$ cat src/rtl/core/trs_pkg.sv
package trs_pkg;

  // Controller states
  typedef enum logic [3:0] {
    S_CLEAR,
    S_IDLE,
    S_COR_INIT,
    S_COR_STEP,
    S_COR_SAVE,
    S_LOAD,
    S_MUL,
    S_DRAIN,
    S_PREAD,
    S_PWAIT,
    S_STORE,
    S_EMIT
  } state_e;

  // Operand setup for each matrix product of the chain
  typedef enum logic [2:0] {
    ST_ROT,  // Ry * Rx
    ST_RZ,   // Rz * (Ry Rx)
    ST_SC,   // (Rz Ry Rx) * S
    ST_TR,   // T * (R S)
    ST_PAR   // Pw * L, parent already read into A
  } stage_e;

  typedef struct packed {
    logic       capture;
    logic       cor_init;
    logic       cor_step;
    logic       cor_save;
    logic [1:0] cor_ang;
    logic [4:0] iter;
    logic       ld_en;
    stage_e     ld;
    logic       mul_en;
    logic [1:0] mr;
    logic [1:0] mj;
    logic [1:0] mk;
    logic       rd_en;
    logic       wr_en;
    logic [3:0] idx;
    logic       set_v;
    logic       clr;
    logic [1:0] orow;
  } cmd_t;

  typedef struct packed {
    logic parent_ok;
    logic slot_ok;
  } stat_t;

  localparam int CORDIC_ITERS = 30;
  localparam int MAT_WORDS    = 12;
  localparam logic signed [33:0] CORDIC_X0 = 34'sd652032874;

  // atan(2^-i), 2^32 = one turn
  localparam logic [31:0] ATAN_TAB [CORDIC_ITERS] = '{
    32'h20000000, 32'h12E4051D, 32'h09FB385B, 32'h051111D4, 32'h028B0D43, 32'h0145D7E1,
    32'h00A2F61E, 32'h00517C55, 32'h0028BE53, 32'h00145F2F, 32'h000A2F98, 32'h000517CC,
    32'h00028BE6, 32'h000145F3, 32'h0000A2F9, 32'h0000517C, 32'h000028BE, 32'h0000145F,
    32'h00000A2F, 32'h00000517, 32'h0000028B, 32'h00000145, 32'h000000A2, 32'h00000051,
    32'h00000028, 32'h00000014, 32'h0000000A, 32'h00000005, 32'h00000002, 32'h00000001
  };

endpackage

$ cat src/rtl/core/trs_ctrl.sv
module trs_ctrl #(
  parameter int SLOTS = 256,
  localparam int SW = (SLOTS > 1) ? $clog2(SLOTS) : 1
) (
  input  logic            clk_i,
  input  logic            rst_ni,
  input  logic            in_valid_i,
  output logic            in_ready_o,
  output logic            out_valid_o,
  input  logic            out_ready_i,
  input  trs_pkg::stat_t  stat_i,
  output trs_pkg::cmd_t   cmd_o,
  output logic [SW-1:0]   clr_addr_o
);

  trs_pkg::state_e state_q, state_d;
  trs_pkg::stage_e mst_q;
  logic [SW-1:0] clr_q;
  logic [1:0]    ang_q;
  logic [4:0]    iter_q;
  logic [1:0]    r_q, j_q, k_q;
  logic [3:0]    idx_q;
  logic [1:0]    row_q;

  logic mul_last, idx_last, post_store;

  assign mul_last   = (r_q == 2'd2) && (j_q == 2'd3) && (k_q == 2'd2);
  assign idx_last   = (idx_q == 4'(trs_pkg::MAT_WORDS - 1));
  assign post_store = stat_i.slot_ok;

  // Next state
  always_comb begin
    state_d = state_q;
    unique case (state_q)
      trs_pkg::S_CLEAR:    if (clr_q == SW'(SLOTS - 1)) state_d = trs_pkg::S_IDLE;
      trs_pkg::S_IDLE:     if (in_valid_i) state_d = trs_pkg::S_COR_INIT;
      trs_pkg::S_COR_INIT: state_d = trs_pkg::S_COR_STEP;
      trs_pkg::S_COR_STEP: begin
        if (iter_q == 5'(trs_pkg::CORDIC_ITERS - 1)) state_d = trs_pkg::S_COR_SAVE;
      end
      trs_pkg::S_COR_SAVE: state_d = (ang_q == 2'd2) ? trs_pkg::S_LOAD : trs_pkg::S_COR_INIT;
      trs_pkg::S_LOAD:     state_d = trs_pkg::S_MUL;
      trs_pkg::S_MUL:      if (mul_last) state_d = trs_pkg::S_DRAIN;
      trs_pkg::S_DRAIN: begin
        priority if (mst_q == trs_pkg::ST_TR && stat_i.parent_ok) begin
          state_d = trs_pkg::S_PREAD;
        end else if (mst_q == trs_pkg::ST_TR || mst_q == trs_pkg::ST_PAR) begin
          state_d = post_store ? trs_pkg::S_STORE : trs_pkg::S_EMIT;
        end else begin
          state_d = trs_pkg::S_LOAD;
        end
      end
      trs_pkg::S_PREAD:    if (idx_last) state_d = trs_pkg::S_PWAIT;
      trs_pkg::S_PWAIT:    state_d = trs_pkg::S_LOAD;
      trs_pkg::S_STORE:    if (idx_last) state_d = trs_pkg::S_EMIT;
      trs_pkg::S_EMIT:     if (out_ready_i && row_q == 2'd2) state_d = trs_pkg::S_IDLE;
      default:             state_d = trs_pkg::S_CLEAR;
    endcase
  end

  // Command outputs
  always_comb begin
    cmd_o         = '0;
    cmd_o.cor_ang = ang_q;
    cmd_o.iter    = iter_q;
    cmd_o.ld      = mst_q;
    cmd_o.mr      = r_q;
    cmd_o.mj      = j_q;
    cmd_o.mk      = k_q;
    cmd_o.idx     = idx_q;
    cmd_o.orow    = row_q;
    in_ready_o    = 1'b0;
    out_valid_o   = 1'b0;
    unique case (state_q)
      trs_pkg::S_CLEAR:    cmd_o.clr = 1'b1;
      trs_pkg::S_IDLE: begin
        in_ready_o    = 1'b1;
        cmd_o.capture = in_valid_i;
      end
      trs_pkg::S_COR_INIT: cmd_o.cor_init = 1'b1;
      trs_pkg::S_COR_STEP: cmd_o.cor_step = 1'b1;
      trs_pkg::S_COR_SAVE: cmd_o.cor_save = 1'b1;
      trs_pkg::S_LOAD:     cmd_o.ld_en = 1'b1;
      trs_pkg::S_MUL:      cmd_o.mul_en = 1'b1;
      trs_pkg::S_DRAIN:    ;
      trs_pkg::S_PREAD:    cmd_o.rd_en = 1'b1;
      trs_pkg::S_PWAIT:    ;
      trs_pkg::S_STORE: begin
        cmd_o.wr_en = 1'b1;
        cmd_o.set_v = idx_last;
      end
      trs_pkg::S_EMIT:     out_valid_o = 1'b1;
      default:             ;
    endcase
  end

  assign clr_addr_o = clr_q;

  // Sequence counters
  always_ff @(posedge clk_i or negedge rst_ni) begin
    if (!rst_ni) begin
      state_q <= trs_pkg::S_CLEAR;
      mst_q   <= trs_pkg::ST_ROT;
      clr_q   <= '0;
      ang_q   <= '0;
      iter_q  <= '0;
      r_q     <= '0;
      j_q     <= '0;
      k_q     <= '0;
      idx_q   <= '0;
      row_q   <= '0;
    end else begin
      state_q <= state_d;
      unique case (state_q)
        trs_pkg::S_CLEAR:    clr_q <= clr_q + 1'b1;
        trs_pkg::S_IDLE: begin
          ang_q <= '0;
          mst_q <= trs_pkg::ST_ROT;
        end
        trs_pkg::S_COR_INIT: iter_q <= '0;
        trs_pkg::S_COR_STEP: iter_q <= iter_q + 1'b1;
        trs_pkg::S_COR_SAVE: ang_q <= ang_q + 1'b1;
        trs_pkg::S_LOAD: begin
          r_q <= '0;
          j_q <= '0;
          k_q <= '0;
        end
        trs_pkg::S_MUL: begin
          if (k_q == 2'd2) begin
            k_q <= '0;
            if (j_q == 2'd3) begin
              j_q <= '0;
              r_q <= r_q + 1'b1;
            end else begin
              j_q <= j_q + 1'b1;
            end
          end else begin
            k_q <= k_q + 1'b1;
          end
        end
        trs_pkg::S_DRAIN: begin
          if (mst_q != trs_pkg::ST_PAR) mst_q <= trs_pkg::stage_e'(mst_q + 3'd1);
          idx_q <= '0;
          row_q <= '0;
        end
        trs_pkg::S_PREAD:    idx_q <= idx_q + 1'b1;
        trs_pkg::S_PWAIT:    ;
        trs_pkg::S_STORE:    idx_q <= idx_q + 1'b1;
        trs_pkg::S_EMIT:     if (out_ready_i) row_q <= row_q + 1'b1;
        default:             ;
      endcase
    end
  end

endmodule

$ cat config.mk
export PLATFORM = sky130hd
export DESIGN_NAME = trs_ctrl
export DESIGN_NICKNAME = d
export VERILOG_FILES = /design/src/rtl/core/trs_pkg.sv /design/src/rtl/core/trs_ctrl.sv
export SDC_FILE = /design/constraint.sdc
export NUM_CORES = 1
export LEC_CHECK = 0
export BUFFER_PORTS_ARGS = -buffer_cell sky130_fd_sc_hd__buf_2
export CORE_UTILIZATION = 45
export CTS_BUF_LIST = sky130_fd_sc_hd__clkbuf_8
export DETAILED_ROUTE_END_ITERATION = 10
export MAX_ROUTING_LAYER = met4
export PLACE_DENSITY_LB_ADDON = 0.25
export SYNTH_ARGS = -nofsm -noshare
export SYNTH_HDL_FRONTEND = slang
export SYNTH_SLANG_ARGS = --single-unit
$ cat constraint.sdc
create_clock -name clk_i -period 1.6 [get_ports clk_i]
set_clock_uncertainty 0.2 [all_clocks]
set_input_delay 0.32 -clock clk_i [delete_from_list [all_inputs] [get_ports clk_i]]
set_output_delay 0.32 -clock clk_i [all_outputs]
set_load 0.01 [all_outputs]
==> results.sh <==
export IMPL_status="finished with violations"
export IMPL_violations="negative setup slack"
export IMPL_cpPeakStageDelay_ns=0.49
export IMPL_setup_viol=41
export IMPL_path_max_fanout=7
export IMPL_antenna_found_initial=0
export IMPL_holdCritStartpoint="out_ready_i"
export IMPL_ys_seq_area_frac=0.423
export IMPL_end_kind="output pin"
export IMPL_grt_use_total=0.285
export IMPL_syn_cell_area_sq_mm=0.00201
export IMPL_crit_chain="or2b_4 -> nor2_4 -> and4b_1 -> buf_2"
export IMPL_wl_per_cell_microns=18.7
export IMPL_vias=2252
export IMPL_layout_drive_gt1_share=0.568
export IMPL_synth_cell_types=46
export IMPL_core_area_sq_mm=0.00414
export IMPL_cp_slowest_cell="dfrtp_2"
export IMPL_grt_pass1_vias=2034
export IMPL_io_buffers=47
export IMPL_firstDrtPassIters=4
export IMPL_fin_hold_ws_ns=0.273
export IMPL_postRouteAntennaNets=0
export IMPL_drt_iter0_drc=141
export IMPL_avgSynthCellArea_sq_um=9.57
export IMPL_p_leak_uw=0.00174
export IMPL_antenna_cells=0
export IMPL_busiest_layer="met2"
export IMPL_tritoncts="yes"
export IMPL_worstSetupPathType="reg2out"
export IMPL_final_setup_worst_slack_ns=-0.534
export IMPL_finalHoldViolCount=0
export IMPL_io_pins=48
export IMPL_use_met3=0.0806
export IMPL_tns_ns=-11.19
export IMPL_cp_top_family="simple AND/OR/NAND/NOR gates"
export IMPL_die_w_microns=68.8
export IMPL_yosysWarnings=0
export IMPL_finalMaxSlewViolations=0
export IMPL_area_delta_synth_final_pct=68.8
export IMPL_layout_common_cells="64 x buf_4, 42 x buf_2, 30 x dfrtp_1"
export IMPL_start_util=0.485
export IMPL_die_h_microns=68.8
export IMPL_worst_skew_pair_late_latency_ns=0.30
export IMPL_nNetsFinal=361
export IMPL_critical_path_buf_inv_count=1
export IMPL_r2r_slack_ns=-0.52
export IMPL_final_common_cell="buf_4"
export IMPL_synth_seq_cells=34
export IMPL_critical_path_required_ns=1.08
export IMPL_n_fill_cell=248
export IMPL_fin_crit_ns=2.13
export IMPL_grt_max_degree=35
export IMPL_fin_total_pwr_uw=1740
export IMPL_gp_congestion=0.870
export IMPL_hold_depth=4
export IMPL_detail_route_vias_per_cell=5.70
export IMPL_hold_path_class="in2reg"
export IMPL_max_cap_violations=0
export IMPL_cts_path_max_buffers=2
export IMPL_fin_crit_sh=1.33
export IMPL_cts_sinks=34
export IMPL_placed_cell_area_sq_mm=0.00271
export IMPL_grt_util_met1=0.314
export IMPL_fmax_mhz=469
export IMPL_slew_headroom=0.606
export IMPL_whs_endpoint="row_q[0]"
export IMPL_dieArea_sq_mm=0.00474
export IMPL_syn_num_nets=227
export IMPL_rsz0062_at_grt="yes"
export IMPL_core_rowCount=23
export IMPL_tightest_slew_ns=0.583
export IMPL_r2r_end="state_q[0]"
export IMPL_clkTransAtPathRegs_ns=0.08
export IMPL_drc=0
export IMPL_grt_pass1_wl_microns=9330
export IMPL_cp_start_kind="flip-flop"
export IMPL_grt_ovfl_total=0
export IMPL_dp_hpwl_microns=3740
export IMPL_p_per_area_mw_per_mm2=514
export IMPL_clockRootBuffer="clkbuf_8"
export IMPL_h_tree_depth=2
export IMPL_wl_microns=7380
export IMPL_ir_drop_uv=401
export IMPL_tritoncts_num_buffers=5
export IMPL_grtUsageMet2=0.471
export IMPL_fin_area_sq_mm=0.00339
export IMPL_synthCells=210
export IMPL_r2r_start="state_q[3]"
export IMPL_arrival_ns=1.61
export IMPL_ff2ff_path_depth=7
==> worst reg2reg max path, delay by kind of cell (launching register included) <==
kind                   cells  cell delay (ns)
buffers and inverters      3             0.54
DFF                        1             0.47
and+or+nand+nor            1             0.32
muxes                      1             0.25
AOI/OAI and AO/OA          2             0.25
==> Yosys cell counts (all sizes together) <==
master	count	area, sq um
nand4b	2	23.8
a22o	5	43.8
mux2i	4	40.0
nand2	21	78.8
nand2b	5	31.3
o311ai	2	17.5
nand3	12	60.1
a22oi	1	12.5
buf	7	48.8
o2111ai	1	15.0
xnor2	6	52.6
o21bai	2	15.0
nor3	4	20.0
o211ai	2	15.0
a21oi	12	60.1
and2	2	12.5
xor2	5	43.8
a211o	1	8.76
or3	1	6.26
and4bb	1	12.5
o22ai	1	6.26
o21ai	18	90.1
nor2	13	51.3
clkbuf	1	3.75
o41ai	1	8.76
nor4	2	27.5
and4	1	11.3
inv	16	60.1
or4bb	1	11.3
nor4bb	1	10.0
o31ai	1	7.51
ha	11	138
and4b	1	10.0
and3	1	6.26
a221oi	2	23.8
or2b	1	7.51
a21bo	1	10.0
mux2	3	33.8
dfrtp	34	851
nand4	4	25.0
==> layer usage <==
metal | wire length (microns) | vias up
met4 | 339 | 0
li1 | - | 1014
met5 | 0 | -
met3 | 434 | 34
met2 | 3690 | 114
met1 | 2920 | 1090
==> where the power goes <==
part / switching (uW) / internal (uW) / total (uW)
clock: 349 / 502 / 851
combinational: 25.1 / 8.75 / 33.9
sequential: 0 / 859 / 859
==> cell families after synthesis <==
group / share of synthesized area
compound gates: 0.166
buf+inv: 0.0560
xor+xnor: 0.0479
fa+ha+maj: 0.0684
flops: 0.423
mux: 0.0367
simple gates: 0.202
==> through the flow <==
step | std cells | worst slack, ns | util
5_1_grt | 395 | -0.571 | 0.819
2_1_floorplan | 210 | -0.183 | -
6_report | 395 | -0.534 | 0.819
4_1_cts | 381 | -0.419 | 0.754
3_3_place_gp | 357 | -0.191 | 0.653
3_5_place_dp | 357 | -0.212 | 0.653
==> timing repair <==
item	CTS	global route
pin swaps	19	13
hold buffers	1	0
endpoints found under the hold margin	34	0
cloned	0	0
gates resized for setup	47	44
buffers inserted	16	16
setup endpoints to repair	38	41
==> how the worst max path moves through the flow <==
stage	end	start	depth (start not counted)	slack [ns]
final	cmd_o[3]	state_q[2]	4	-0.53
after global routing	cmd_o[3]	state_q[2]	4	-0.57
after CTS	cmd_o[20]	state_q[2]	3	-0.42
after detailed placement	cmd_o[20]	state_q[1]	3	-0.21
after global placement	cmd_o[20]	state_q[1]	3	-0.19
after floorplan	clr_addr_o[5]	state_q[1]	5	-0.18
==> registers in the layout (all words and copies together), names as in the netlist <==
signal      count
idx_q           4
state_q         4
ang_q           2
k_q             2
j_q             2
clr_addr_o      8
r_q             2
iter_q          5
mst_q           3
row_q           2
==> area by class of cell <==
type	count	area (sq um)	share of cell area
inverters	16	66.3	0.0195
flip-flops and latches	34	856	0.252
repair buffers	135	1030	0.303
clock inverters	2	33.8	0.00995
clock buffers	6	82.6	0.0243
well taps	50	62.6	0.0184
multi-input cells	152	1260	0.373
Power figures use the tool's default switching activity.
